===== config.mk =====
export PLATFORM = sky130hd
export DESIGN_NAME = resp_element_parser
export DESIGN_NICKNAME = d
export VERILOG_FILES = /design/src/rtl/rep_pkg.sv /design/src/rtl/rep_cfg_regs.sv /design/src/rtl/rep_core.sv /design/src/rtl/resp_element_parser.sv
export SDC_FILE = /design/constraint.sdc
export NUM_CORES = 1
export LEC_CHECK = 0
export BUFFER_PORTS_ARGS = -buffer_cell sky130_fd_sc_hd__buf_2
export CAP_MARGIN = 20
export CORE_ASPECT_RATIO = 1.25
export CORE_MARGIN = 2
export CORE_UTILIZATION = 50
export CTS_CLUSTER_DIAMETER = 60
export DETAILED_ROUTE_END_ITERATION = 10
export PLACE_DENSITY_LB_ADDON = 0.25
export SYNTH_ARGS = -nofsm -noshare
export SYNTH_HDL_FRONTEND = slang
export SYNTH_SLANG_ARGS = --single-unit

===== constraint.sdc =====
create_clock -name clk -period 14.46 [get_ports clk]
set_input_delay 3.615 -clock clk [delete_from_list [all_inputs] [get_ports clk]]
set_output_delay 3.615 -clock clk [all_outputs]
set_load 0.1 [all_outputs]

===== src/rtl/rep_pkg.sv =====
`default_nettype none

package rep_pkg;

  // Width of bulk length and payload byte counters
  localparam int LEN_BITS_DEF = 32;

  localparam int QUOTA_W  = 16;
  localparam int LIMIT_W  = 32;
  localparam int DIGITS_W = 5;
  localparam int VALUE_W  = 64;

  // Configuration register indexes
  localparam logic [1:0] CFG_STRING_QUOTA = 2'd0;
  localparam logic [1:0] CFG_BULK_LIMIT   = 2'd1;
  localparam logic [1:0] CFG_DIGIT_LIMIT  = 2'd2;

  localparam logic [QUOTA_W-1:0]  QUOTA_RST     = 16'd1024;
  localparam logic [LIMIT_W-1:0]  BULK_LIM_RST  = 32'd1048576;
  localparam logic [DIGITS_W-1:0] DIGIT_LIM_RST = 5'd20;
  localparam logic [DIGITS_W-1:0] DIGIT_LIM_MAX = 5'd20;

  // Result events
  localparam logic [1:0] EV_CONSUMED = 2'd0;
  localparam logic [1:0] EV_PAYLOAD  = 2'd1;
  localparam logic [1:0] EV_COMPLETE = 2'd2;
  localparam logic [1:0] EV_ERROR    = 2'd3;

  // Element kinds
  localparam logic [2:0] KIND_STR     = 3'd0;
  localparam logic [2:0] KIND_INT     = 3'd1;
  localparam logic [2:0] KIND_BULK    = 3'd2;
  localparam logic [2:0] KIND_ARR     = 3'd3;
  localparam logic [2:0] KIND_ERRLINE = 3'd4;

  // Error codes
  localparam logic [2:0] ERR_NONE      = 3'd0;
  localparam logic [2:0] ERR_BAD_TYPE  = 3'd1;
  localparam logic [2:0] ERR_NONDIGIT  = 3'd2;
  localparam logic [2:0] ERR_TOO_LONG  = 3'd3;
  localparam logic [2:0] ERR_NO_LF     = 3'd4;
  localparam logic [2:0] ERR_QUOTA     = 3'd5;
  localparam logic [2:0] ERR_BULK_SIZE = 3'd6;
  localparam logic [2:0] ERR_BULK_END  = 3'd7;

  // Stream characters
  localparam logic [7:0] CH_CR     = 8'h0D;
  localparam logic [7:0] CH_LF     = 8'h0A;
  localparam logic [7:0] CH_ZERO   = 8'h30;
  localparam logic [7:0] CH_NINE   = 8'h39;
  localparam logic [7:0] DIGIT_MSK = 8'h0F;
  localparam logic [7:0] CH_PLUS   = 8'h2B;
  localparam logic [7:0] CH_COLON  = 8'h3A;
  localparam logic [7:0] CH_DOLLAR = 8'h24;
  localparam logic [7:0] CH_STAR   = 8'h2A;
  localparam logic [7:0] CH_MINUS  = 8'h2D;

  // Parser phases, one-hot
  typedef enum logic [7:0] {
    PH_TYPE    = 8'b0000_0001,
    PH_DIG     = 8'b0000_0010,
    PH_DIG_LF  = 8'b0000_0100,
    PH_STR     = 8'b0000_1000,
    PH_STR_LF  = 8'b0001_0000,
    PH_BULK    = 8'b0010_0000,
    PH_BULK_CR = 8'b0100_0000,
    PH_BULK_LF = 8'b1000_0000
  } phase_t;

  // Live configuration seen by the parser core
  typedef struct packed {
    logic [QUOTA_W-1:0]  string_quota;
    logic [LIMIT_W-1:0]  bulk_limit;
    logic [DIGITS_W-1:0] digit_limit;
  } cfg_t;

  // One result item
  typedef struct packed {
    logic [1:0]         event_res;
    logic [2:0]         element_kind;
    logic [7:0]         payload_byte;
    logic [VALUE_W-1:0] value;
    logic [2:0]         error_code;
  } res_t;

endpackage

`default_nettype wire


===== src/rtl/rep_cfg_regs.sv =====
`default_nettype none

module rep_cfg_regs
  import rep_pkg::*;
(
  input  wire logic        clk,
  input  wire logic        rst_n,
  input  wire logic        cfg_valid,
  output logic             cfg_ready,
  input  wire logic [1:0]  cfg_index,
  input  wire logic [31:0] cfg_data,
  output cfg_t             cfg
);

  logic [QUOTA_W-1:0]  quota_r;
  logic [LIMIT_W-1:0]  bulk_lim_r;
  logic [DIGITS_W-1:0] digit_lim_r;
  logic [DIGITS_W-1:0] digit_clamped;

  assign cfg_ready = 1'b1;

  // Low five bits of cfg_data above twenty act as twenty; clamp once at write time
  assign digit_clamped = (cfg_data[DIGITS_W-1:0] > DIGIT_LIM_MAX) ? DIGIT_LIM_MAX
                                                                  : cfg_data[DIGITS_W-1:0];

  // Register file write; unknown indexes are dropped
  always_ff @(posedge clk) begin
    if (!rst_n) begin
      quota_r     <= QUOTA_RST;
      bulk_lim_r  <= BULK_LIM_RST;
      digit_lim_r <= DIGIT_LIM_RST;
    end else if (cfg_valid && cfg_ready) begin
      unique case (cfg_index)
        CFG_STRING_QUOTA: quota_r     <= cfg_data[QUOTA_W-1:0];
        CFG_BULK_LIMIT:   bulk_lim_r  <= cfg_data[LIMIT_W-1:0];
        CFG_DIGIT_LIMIT:  digit_lim_r <= digit_clamped;
        default: ;
      endcase
    end
  end

  assign cfg.string_quota = quota_r;
  assign cfg.bulk_limit   = bulk_lim_r;
  assign cfg.digit_limit  = digit_lim_r;

endmodule

`default_nettype wire


===== src/rtl/rep_core.sv =====
`default_nettype none

module rep_core
  import rep_pkg::*;
#(
  parameter int LEN_BITS = LEN_BITS_DEF
) (
  input  wire logic       clk,
  input  wire logic       rst_n,
  input  wire logic       step_en,
  input  wire logic [7:0] step_byte,
  input  wire cfg_t       cfg,
  output res_t            res
);

  phase_t              phase_r, phase_nxt;
  logic [2:0]          kind_r, kind_nxt;
  logic [VALUE_W-1:0]  acc_r, acc_nxt;
  logic [DIGITS_W-1:0] dcnt_r, dcnt_nxt;
  logic [LEN_BITS-1:0] bcnt_r, bcnt_nxt;
  logic [LEN_BITS-1:0] blen_r, blen_nxt;

  logic [VALUE_W+3:0]  acc_x10;
  logic [LEN_BITS-1:0] bcnt_inc;
  logic                is_digit;
  logic                too_wide;

  // acc*10 + digit, four guard bits catch 64-bit overflow
  assign acc_x10 = {1'b0, acc_r, 3'b000} + {3'b000, acc_r, 1'b0}
                 + {(VALUE_W + 4 - 4)'(0), 4'(step_byte & DIGIT_MSK)};
  assign bcnt_inc = bcnt_r + 1'b1;
  assign is_digit = (step_byte >= CH_ZERO) && (step_byte <= CH_NINE);

  // Declared bulk length must fit the length counters
  generate
    if (LEN_BITS < VALUE_W) begin : g_narrow
      assign too_wide = |acc_r[VALUE_W-1:LEN_BITS];
    end else begin : g_full
      assign too_wide = 1'b0;
    end
  endgenerate

  // Per-byte next state and result
  always_comb begin
    phase_nxt = phase_r;
    kind_nxt  = kind_r;
    acc_nxt   = acc_r;
    dcnt_nxt  = dcnt_r;
    bcnt_nxt  = bcnt_r;
    blen_nxt  = blen_r;
    res.event_res    = EV_CONSUMED;
    res.payload_byte = 8'd0;
    res.value        = '0;
    res.error_code   = ERR_NONE;

    unique case (phase_r)
      PH_TYPE: begin
        acc_nxt  = '0;
        dcnt_nxt = '0;
        bcnt_nxt = '0;
        blen_nxt = '0;
        case (step_byte)
          CH_PLUS:   begin kind_nxt = KIND_STR;     phase_nxt = PH_STR; end
          CH_MINUS:  begin kind_nxt = KIND_ERRLINE; phase_nxt = PH_STR; end
          CH_COLON:  begin kind_nxt = KIND_INT;     phase_nxt = PH_DIG; end
          CH_DOLLAR: begin kind_nxt = KIND_BULK;    phase_nxt = PH_DIG; end
          CH_STAR:   begin kind_nxt = KIND_ARR;     phase_nxt = PH_DIG; end
          default: begin
            kind_nxt       = KIND_STR;
            res.event_res  = EV_ERROR;
            res.error_code = ERR_BAD_TYPE;
          end
        endcase
      end

      PH_DIG: begin
        if (step_byte == CH_CR) begin
          phase_nxt = PH_DIG_LF;
        end else if (!is_digit) begin
          res.event_res  = EV_ERROR;
          res.error_code = ERR_NONDIGIT;
        end else if (dcnt_r >= cfg.digit_limit || (|acc_x10[VALUE_W+3:VALUE_W])) begin
          res.event_res  = EV_ERROR;
          res.error_code = ERR_TOO_LONG;
        end else begin
          acc_nxt  = acc_x10[VALUE_W-1:0];
          dcnt_nxt = dcnt_r + 1'b1;
        end
      end

      PH_DIG_LF: begin
        if (step_byte != CH_LF) begin
          res.event_res  = EV_ERROR;
          res.error_code = ERR_NO_LF;
        end else if (kind_r != KIND_BULK) begin
          res.event_res = EV_COMPLETE;
          res.value     = acc_r;
        end else if (acc_r > VALUE_W'(cfg.bulk_limit) || too_wide) begin
          res.event_res  = EV_ERROR;
          res.error_code = ERR_BULK_SIZE;
        end else begin
          blen_nxt  = acc_r[LEN_BITS-1:0];
          bcnt_nxt  = '0;
          phase_nxt = (acc_r == '0) ? PH_BULK_CR : PH_BULK;
        end
      end

      PH_STR: begin
        if (step_byte == CH_CR) begin
          phase_nxt = PH_STR_LF;
        end else if (VALUE_W'(bcnt_r) >= VALUE_W'(cfg.string_quota)) begin
          res.event_res  = EV_ERROR;
          res.error_code = ERR_QUOTA;
        end else begin
          bcnt_nxt         = bcnt_inc;
          res.event_res    = EV_PAYLOAD;
          res.payload_byte = step_byte;
        end
      end

      PH_STR_LF: begin
        if (step_byte != CH_LF) begin
          res.event_res  = EV_ERROR;
          res.error_code = ERR_NO_LF;
        end else begin
          res.event_res = EV_COMPLETE;
          res.value     = VALUE_W'(bcnt_r);
        end
      end

      PH_BULK: begin
        bcnt_nxt         = bcnt_inc;
        res.event_res    = EV_PAYLOAD;
        res.payload_byte = step_byte;
        if (bcnt_inc >= blen_r) phase_nxt = PH_BULK_CR;
      end

      PH_BULK_CR: begin
        if (step_byte != CH_CR) begin
          res.event_res  = EV_ERROR;
          res.error_code = ERR_BULK_END;
        end else begin
          phase_nxt = PH_BULK_LF;
        end
      end

      PH_BULK_LF: begin
        if (step_byte != CH_LF) begin
          res.event_res  = EV_ERROR;
          res.error_code = ERR_BULK_END;
        end else begin
          res.event_res = EV_COMPLETE;
          res.value     = VALUE_W'(blen_r);
        end
      end

      default: phase_nxt = PH_TYPE;
    endcase

    // Errors and completions return to the type byte
    if (res.event_res == EV_ERROR || res.event_res == EV_COMPLETE) phase_nxt = PH_TYPE;
    res.element_kind = kind_nxt;
  end

  // Parser state
  always_ff @(posedge clk) begin
    if (!rst_n) begin
      phase_r <= PH_TYPE;
      kind_r  <= KIND_STR;
      acc_r   <= '0;
      dcnt_r  <= '0;
      bcnt_r  <= '0;
      blen_r  <= '0;
    end else if (step_en) begin
      phase_r <= phase_nxt;
      kind_r  <= kind_nxt;
      acc_r   <= acc_nxt;
      dcnt_r  <= dcnt_nxt;
      bcnt_r  <= bcnt_nxt;
      blen_r  <= blen_nxt;
    end
  end

`ifndef NO_ASSERTIONS
  a_end_to_type: assert property (@(posedge clk) disable iff (!rst_n)
    step_en && (res.event_res == EV_ERROR || res.event_res == EV_COMPLETE)
    |=> phase_r == PH_TYPE)
    else $error("parser did not return to type byte after element end");

  a_digit_bound: assert property (@(posedge clk) disable iff (!rst_n)
    dcnt_r <= DIGIT_LIM_MAX)
    else $error("digit count beyond twenty");

  a_bulk_in_range: assert property (@(posedge clk) disable iff (!rst_n)
    (phase_r == PH_BULK) |-> (bcnt_r < blen_r))
    else $error("bulk payload count past declared length");
`endif

endmodule

`default_nettype wire


===== src/rtl/resp_element_parser.sv =====
// Channel  Dir  Handshake         Payload
// in_      in   in_valid/in_stall   in_byte (one stream byte)
// out_     out  out_valid/out_stall event, kind, payload byte, value, error code
// cfg_     in   cfg_valid/cfg_ready cfg_index, cfg_data (register write)
//
// One byte a cycle sustained while out_stall stays low; each byte's result passes
// through the input register, then the parser state update into the result register,
// from which it can transfer out.
// The 64-bit times-ten accumulate and compare sets the parser stage path.
// rst_n is synchronous: parser returns to awaiting a type byte, registers reload.
// in_stall rises only while the input stage holds a byte and the result is stalled.
`default_nettype none

module resp_element_parser
  import rep_pkg::*;
#(
  parameter int LEN_BITS = LEN_BITS_DEF
) (
  input  wire logic        clk,
  input  wire logic        rst_n,
  input  wire logic        in_valid,
  output logic             in_stall,
  input  wire logic [7:0]  in_byte,
  output logic             out_valid,
  input  wire logic        out_stall,
  output logic [1:0]       out_event_res,
  output logic [2:0]       out_element_kind,
  output logic [7:0]       out_payload_byte,
  output logic [63:0]      out_value,
  output logic [2:0]       out_error_code,
  input  wire logic        cfg_valid,
  output logic             cfg_ready,
  input  wire logic [1:0]  cfg_index,
  input  wire logic [31:0] cfg_data
);

  cfg_t       cfg;
  res_t       res;
  res_t       res_r;
  logic       in_valid_r;
  logic [7:0] in_byte_r;
  logic       out_valid_r;
  logic       proc_stall;
  logic       proc_en;

  rep_cfg_regs u_cfg (
    .clk       (clk),
    .rst_n     (rst_n),
    .cfg_valid (cfg_valid),
    .cfg_ready (cfg_ready),
    .cfg_index (cfg_index),
    .cfg_data  (cfg_data),
    .cfg       (cfg)
  );

  // Handshake between stages
  assign proc_stall = out_valid_r && out_stall;
  assign proc_en    = in_valid_r && !proc_stall;
  assign in_stall   = in_valid_r && proc_stall;

  // Input register
  always_ff @(posedge clk) begin
    if (!rst_n) begin
      in_valid_r <= 1'b0;
    end else if (in_valid && !in_stall) begin
      in_valid_r <= 1'b1;
    end else if (proc_en) begin
      in_valid_r <= 1'b0;
    end
  end

  always_ff @(posedge clk) begin
    if (in_valid && !in_stall) in_byte_r <= in_byte;
  end

  rep_core #(
    .LEN_BITS (LEN_BITS)
  ) u_core (
    .clk       (clk),
    .rst_n     (rst_n),
    .step_en   (proc_en),
    .step_byte (in_byte_r),
    .cfg       (cfg),
    .res       (res)
  );

  // Result register
  always_ff @(posedge clk) begin
    if (!rst_n) begin
      out_valid_r <= 1'b0;
    end else if (proc_en) begin
      out_valid_r <= 1'b1;
    end else if (out_valid_r && !out_stall) begin
      out_valid_r <= 1'b0;
    end
  end

  always_ff @(posedge clk) begin
    if (proc_en) res_r <= res;
  end

  assign out_valid        = out_valid_r;
  assign out_event_res    = res_r.event_res;
  assign out_element_kind = res_r.element_kind;
  assign out_payload_byte = res_r.payload_byte;
  assign out_value        = res_r.value;
  assign out_error_code   = res_r.error_code;

`ifndef NO_ASSERTIONS
  a_proc_loads_out: assert property (@(posedge clk) disable iff (!rst_n)
    proc_en |=> out_valid_r)
    else $error("processed byte did not reach result register");

  a_err_code_match: assert property (@(posedge clk) disable iff (!rst_n)
    out_valid_r |-> ((out_event_res == EV_ERROR) == (out_error_code != ERR_NONE)))
    else $error("error code disagrees with event");

  a_payload_no_value: assert property (@(posedge clk) disable iff (!rst_n)
    out_valid_r && out_event_res != EV_COMPLETE |-> out_value == '0)
    else $error("value set outside completion");

  a_no_double_hold: assert property (@(posedge clk) disable iff (!rst_n)
    in_stall |-> out_valid_r && in_valid_r)
    else $error("input stalled without a pending result");
`endif

endmodule

`default_nettype wire

Word-level counts from Yosys, hierarchy flattened --
Index checks and enable logic that the tools add are counted.
Storage, ports and cells: register bits after elaboration 287, bits of input ports 47, word-level logic and storage cells 167, output and inout port bits 83
Cells by class: reductions and logical operators 32, multiplexer cells 69, order comparisons 7, eq/ne operators 38, add/subtract/negate cells 4
Operator list (number):
- $mux 32 | 10
- $mux 64 | 5
- $pmux 64 s3 | 1
- $pmux 32 s4 | 1
- $pmux 64 s2 | 1
- $mux 8 | 10
- $add 67x65->68 | 1
- $add 68x4->68 | 1
- $gt 64x32->1 | 1
- $logic_not 64->1 | 1
- $pmux 32 s2 | 1
- $pmux 8 s7 | 1
- $eq 8x6->1 const B | 6
- $mux 3 | 11
- $add 32x1->32 const B | 1
- $ge 32x16->1 | 1
- $ge 32x32->1 | 1
- $pmux 8 s2 | 2
- $reduce_or 32->1 | 1
- $mux 2 | 11
- $pmux 3 s7 | 1
- $mux 5 | 4
- $eq 8x4->1 const B | 2
- $ne 8x4->1 const B | 2
- other kinds (38) | 73

Depth between registers and ports, before layout --
Gate-level depths: netlist (run 1).
depth in word-level cells 12, mapped depth 24, mapped depth without buffers 22

Cells and area by module --
A second synthesis (run 1) with hierarchy kept.
Unflattened totals: cell total of the unflattened synthesis 2250, area total of the unflattened synthesis 19148.4 µm²
Modules (own cells, without submodules):
- rep_core | instances 1, seq. area each 2882.8 µm², area each 14373.8 µm², cells an instance 1916
- resp_element_parser | instances 1, seq. area each 2682.6 µm², area each 2726.4 µm², cells an instance 96
- rep_cfg_regs | instances 1, seq. area each 1061.0 µm², area each 2048.2 µm², cells an instance 238

Worst setup path before layout (run 1) --
No wires, ideal clock.
path kind input -> output, start point input port out_stall, end point output port in_stall, setup slack 6.419 ns, required time 10.845 ns, arrival time 4.426 ns, cell stages on the path 1, buffers on the path 0, cells stage by stage and3_1
On the way: cells in the longest elaborated chain, start to end 2
RTL lines:
- start: declaration | line resp_element_parser.sv:25 | input wire logic out_stall,
- $logic_and 1x1->1 | line resp_element_parser.sv:57 | assign proc_stall = out_valid_r && out_stall;
- $logic_and 1x1->1 | line resp_element_parser.sv:59 | assign in_stall = in_valid_r && proc_stall;
- end: declaration | line resp_element_parser.sv:22 | output logic in_stall,
No other way between the ends.

Final worst setup path (run 1) --
Same ends and word-level chain as after synthesis.

==> impl_metrics.yaml, run 1 <==
run_status:
  status: "completed"
setup_path:
  startpoint: "out_stall"
  required_ns: 10.85
  path_max_fanout: 3
  critPathArrivalTime_ns: 4.38
  worstSetupEndpointType: "output pin"
  regToRegStartpoint: "u_core.bcnt_r[0]$_SDFFE_PN0P_"
  worstSetupPathType: "primary input to output pin"
  startpoint_type: "primary input"
routing:
  drt-vias-per-instance: 6.05
  wl_um: 54100
  vias: 16400
  drcViolationCount: 0
  post_drt_wl_per_cell_um: 20.0
  drt.antenna.violating_nets: 0
  drt_iter0_markers: 1066
  firstDrtPassIters: 5
placed_design:
  dp_hpwl_um: 39100
  place_congestion: 0.948
  dp_cells: 2646
  postPlaceCellArea_um2: 19700
  io_buffers: 128
  place_ws_ns: 6.47
global_routing:
  grt_max_degree: 113
  antenna_found_initial: 0
  grt_util_all_layers_pct: 27.1
  grt_pass1_wl_um: 85100
  grt_pass1_vias: 16200
  gr-total-overflow: 0
timing:
  maxSlewViolCount: 0
  worst_slack_ns: 6.47
  clock.fmax_ghz: 0.125
  clock_skew_ns: 0.0228
  timing_hold_violations_final: 0
  hold_ws_ns: 0.465
  setup_viol: 0
  finalCritPeriodShare_pct: 55.3
  rsz0062_at_grt: "no"
  timing.final.crit_period_ns: 7.99
  relSlewSlack_pct: 29.5
  tightest_slew_ns: 1.04
  fin_tns_setup_ns: 0
clock_network:
  cts_setup_buffers: 0
  clock_path_buffers: 3
  cts_root_buf: "clkbuf_16"
  insertion_delay_ns: 0.53
  post_cts_resized: 0
  cts_tree: "yes"
  cts_max_level: 2
  numCtsBuffers: 34
  cts_hold_buf: 0
  clock-sinks: 287
  clk_pin_slew_ns: 0.06
floorplanning:
  ios: 130
  rows: 79
  die_w_um: 178
  core-area_um2: 37200
  die_h_um: 221
  start_util_pct: 50.7
  dieArea_um2: 39200
synth:
  synthMuxAreaShare_pct: 0.166
  yosysWarnings: 0
  synth_cell_type_count: 84
  synth.ff_latch_count: 287
  synth_top_area_share_pct: 21.2
  yosys.cell_count.top_type: "nand2_1"
  synth_top_family_by_area: "compound AO/OA/AOI/OAI gates"
  async_flop_share_pct: 0
  synth_xor_area_share_pct: 4.14
  synth-edff-count: 88
  synthCells: 2124
  syn-cell-area_um2: 18800
  ys_seq_area_share_pct: 35.2
  synthTopCellsByArea: "dfxtp_1 (21%), ha_1 (14%), edfxtp_1 (14%)"
  synth_nets: 2387
  ys.flop_type: "dfxtp_1"
  avgSynthCellArea_um2: 8.87
  yosys.area_share.adder_pct: 14.4
  yosys.area.top_type: "dfxtp_1"
  synthTopCellsByCount: "nand2_1 (246), ha_1 (214), dfxtp_1 (199), a21oi_1 (136), inv_1 (118)"
  synth-simple-area-share_pct: 18.4
  synth_compound_gate_area_share_pct: 22.5
layout:
  fin_area_um2: 20800
  fillerInstances: 3365
  seqCellArea_um2: 6630
  num_antenna_cells: 0
  drive_gt1_share_pct: 10.6
  synthToLayoutAreaGrowth_pct: 10.6
  fin_nets: 2460
  final_util_pct: 56.0
  multi_input_area_um2: 11300
  final_cells: 2707
power:
  peakVddDrop_v: 0.0000731
  p_per_area_nw_per_um2: 88.7
  leakage_nw: 8.69
  power.total_mw: 1.85
min_path:
  hold_class: "register to register"
  min_from: "u_cfg.bulk_lim_r[27]$_SDFFE_PN0P_"
run:
  drv_cap: 0
state kept, by name, indices dropped and copies added (netlist names), 5 cells and up:
signal,cells
u_cfg.digit_lim_r,5
u_core.bcnt_r,32
u_core.blen_r,32
out_payload_byte,8
u_cfg.quota_r,16
u_core.acc_r,64
in_byte_r,8
out_value,64
u_cfg.bulk_lim_r,32
u_core.phase_r,8
u_core.dcnt_r,5
final timing paths:
path                                  endpoint  slack, ns  cells past startpoint
min reg2reg  u_cfg.bulk_lim_r[27]$_SDFFE_PN0P_       0.46                      2
max reg2reg     u_core.phase_r[5]$_SDFFE_PN0P_       8.33                     22
max                                   in_stall       6.47                      3
min          u_cfg.bulk_lim_r[27]$_SDFFE_PN0P_       0.46                      2
per-layer routing:
layer / wire (um) / vias to the layer above / track usage [%]
li1: - / 7924 / -
met1: 21700 / 7770 / 31.9
met2: 26600 / 536 / 47.8
met3: 2800 / 153 / 3.37
met4: 2980 / 0 / 14.0
met5: 0 / - / 0
layout by cell type, fill, tap and decap left out, types with 10 or more instances in the layout:
cell type and n:
a21oi_1 136, inv_1 118, nand2b_1 11, a22o_1 59, o21a_1 27, xor2_1 40, a211oi_1 11, buf_2 127
nand3_1 30, dfxtp_1 199, edfxtp_1 88, xnor2_1 49, clkbuf_16 35, or3_1 16, o21ai_0 77, nor2_1 113
o211ai_1 17, a21boi_0 60, nand2_1 246, o21bai_1 14, a22oi_1 73, nand4_1 35, nor2b_1 78, ha_1 214
a21o_1 41, buf_4 15, a21boi_1 11, nor4_1 31, and3_1 43, nand3b_1 10, nor3_1 26
layout make-up:
class | count | share of cell area, %
inverters | 119 | 2.15
flip-flops and latches | 287 | 31.8
repair buffers | 145 | 3.83
multi-input cells | 1610 | 54.1
clock buffers | 48 | 4.73
well taps | 486 | 2.92
clock inverters | 12 | 0.433
worst max-delay path, cell delays in order:
cell,delay [ns]
buf_2,0.10
and3_1,0.21
buf_2,0.45
cells by family after synthesis:
group,count (synthesis)
simple gates,692
fa+ha+maj,216
other cells,1
buf+inv,227
xor+xnor,89
flops,287
mux,3
compound gates,609
power breakdown:
| group | switching, mW | leakage [nW] | internal (mW) |
|---|---|---|---|
| registers | 0.00734 | 2.39 | 0.846 |
| clock network | 0.355 | 0.529 | 0.480 |
| logic | 0.129 | 5.78 | 0.0305 |
Power figures use the tool's default switching activity.
==> run 2, diff against run 1 <==
- clock period: 14.46 -> 7.4 ns (I/O delays scaled with it)
==> impl_metrics.yaml, run 2 (synthesis results as in run 1) <==
run_status:
  status: "completed"
routing:
  vias: 16300
  drt-vias-per-instance: 6.03
  drt.antenna.violating_nets: 0
  drt_iter0_markers: 1323
  wl_um: 55700
  post_drt_wl_per_cell_um: 20.6
  drcViolationCount: 0
  firstDrtPassIters: 6
power:
  peakVddDrop_v: 0.000235
  leakage_nw: 8.73
  p_comb_share_pct: 8.6
  p_int_mw: 2.71
  switchingPower_mw: 0.977
  p_seq_share_pct: 45.2
  switching_share_pct: 26.5
  power.total_mw: 3.69
  p_per_area_nw_per_um2: 176
  clkPwrFrac_pct: 46.2
setup_path:
  r2r_setup_slack_ns: 1.65
  timing.critical_path.mode_cell: "nor2_1"
  worstSetupPathType: "register to register"
  required_ns: 7.80
  slowest_stage: "or3_1"
  cp_cell_sequence: "ha_1 -> nand3_1 -> nor2_1 -> and3_1 -> and3_1 -> nand2_1 -> or3_1 -> nor2_1 -> nand2_1 -> xnor2_1 -> ha_1 -> a21o_1 -> a21o_1 -> a21oi_1 -> nor2_1 -> o32ai_1 -> o21a_1 -> a31oi_1 -> a2111oi_0 -> a21oi_1 -> and2b_1 -> a22oi_1"
  crit_family: "simple AND/OR/NAND/NOR gates"
  crit_buf_inv: 0
  critPathArrivalTime_ns: 6.15
  worstSetupEndpointType: "register"
  startpoint_type: "register"
  cp_slowest_stage_delay_ns: 0.49
  path_max_fanout: 8
timing:
  tightest_slew_ns: 1.15
  setup_viol: 0
  timing_hold_violations_final: 0
  hold_ws_ns: 0.464
  maxSlewViolCount: 0
  clock_skew_ns: 0.0153
  relSlewSlack_pct: 23.5
  timing.final.crit_period_ns: 5.75
  rsz0062_at_grt: "no"
  finalCritPeriodShare_pct: 77.7
  clock.fmax_ghz: 0.174
  fin_tns_setup_ns: 0
global_routing:
  antenna_found_initial: 0
  grt_max_degree: 118
  grt_util_all_layers_pct: 28.2
  gr-total-overflow: 0
  grt_pass1_vias: 16200
  grt_pass1_wl_um: 87800
clock_network:
  insertion_delay_ns: 0.53
  numCtsBuffers: 35
  clock_path_buffers: 3
  cts_setup_buffers: 0
  post_cts_resized: 0
  clk_pin_slew_ns: 0.06
  cts_max_level: 2
  cts_root_buf: "clkbuf_16"
  cts_tree: "yes"
  cts_hold_buf: 0
  clock-sinks: 287
floorplanning:
  start_util_pct: 50.7
  rows: 79
  die_h_um: 221
  die_w_um: 178
  core-area_um2: 37200
  dieArea_um2: 39200
  ios: 130
layout:
  fillerInstances: 3411
  drive_gt1_share_pct: 10.8
  final_common_cell: "nand2_1"
  synthToLayoutAreaGrowth_pct: 11.0
  num_antenna_cells: 0
  fin_nets: 2461
  final_cell_mix: "nand2_1 (246), ha_1 (214), dfxtp_1 (199)"
placed_design:
  io_buffers: 128
  dp_hpwl_um: 40700
  place_congestion: 0.950
min_path:
  hold_class: "register to register"
run:
  drv_cap: 0
run 2: changes by cell type in the layout (fill, tap and decap cells not counted), moves of 2 or more:
| cell | previous run | this run |
|---|---|---|
| buf_16 | 0 | 2 |
| clkbuf_1 | 7 | 5 |
| clkbuf_16 | 35 | 37 |
| clkbuf_8 | 6 | 4 |
| inv_4 | 0 | 2 |
| inv_6 | 4 | 2 |
run 2: area by class of cell:
class	instances	area (um2)	share of cell area, %
clock buffers	46	1000	4.78
clock inverters	14	128	0.610
inverters	119	448	2.14
multi-input cells	1610	11300	53.9
flip-flops and latches	287	6630	31.7
well taps	486	608	2.91
repair buffers	145	822	3.93
run 2: worst register-to-register path, cell delays in order (launching register included):
cell and delay, ns:
dfxtp_1 0.47, ha_1 0.27, nand3_1 0.20, nor2_1 0.26
and3_1 0.29, and3_1 0.28, nand2_1 0.16, or3_1 0.49
nor2_1 0.27, nand2_1 0.15, xnor2_1 0.17, ha_1 0.20
a21o_1 0.17, a21o_1 0.17, a21oi_1 0.18, nor2_1 0.07
o32ai_1 0.30, o21a_1 0.23, a31oi_1 0.17, a2111oi_0 0.47
a21oi_1 0.19, and2b_1 0.35, a22oi_1 0.12
run 2: final timing paths:
kind | start | endpoint | depth (start not counted)
setup / recovery | u_core.bcnt_r[0]$_SDFFE_PN0P_ | u_core.phase_r[0]$_SDFFE_PN1P_ | 22
hold / removal | u_cfg.bulk_lim_r[31]$_SDFFE_PN0P_ | u_cfg.bulk_lim_r[31]$_SDFFE_PN0P_ | 2
setup reg to reg | u_core.bcnt_r[0]$_SDFFE_PN0P_ | u_core.phase_r[0]$_SDFFE_PN1P_ | 22
hold reg to reg | u_cfg.bulk_lim_r[31]$_SDFFE_PN0P_ | u_cfg.bulk_lim_r[31]$_SDFFE_PN0P_ | 2
run 2: layer usage:
| metal | GRT usage (%) | vias up | wire length, um | part of all wire [%] |
|---|---|---|---|---|
| met1 | 33.5 | 7807 | 22400 | 40 |
| met5 | 0 | - | 0 | 0 |
| met4 | 13.1 | 0 | 2750 | 4.9 |
| met2 | 49.9 | 491 | 27900 | 50 |
| li1 | - | 7900 | - | - |
| met3 | 3.56 | 138 | 2660 | 4.8 |
run 2: power by group through the flow:
stage	Clock (mW)	Combinational [mW]	Sequential, mW
after floorplan	0	0.0938	1.85
after global placement	0	0.311	1.70
after detailed placement	0	0.316	1.70
after CTS	1.73	0.317	1.67
after global routing	1.79	0.334	1.67
final	1.70	0.318	1.67
run 2: through the flow:
step / util (%) / cell area (um2) / std cells / setup slack (ns)
2_1_floorplan: - / 18800 / 2124 / 1.83
5_1_grt: 56.3 / 20900 / 2707 / 1.23
3_3_place_gp: 53.0 / 19700 / 2643 / 1.96
6_report: 56.3 / 20900 / 2707 / 1.65
3_5_place_dp: 53.1 / 19700 / 2645 / 1.78
4_1_cts: 56.2 / 20900 / 2705 / 1.75
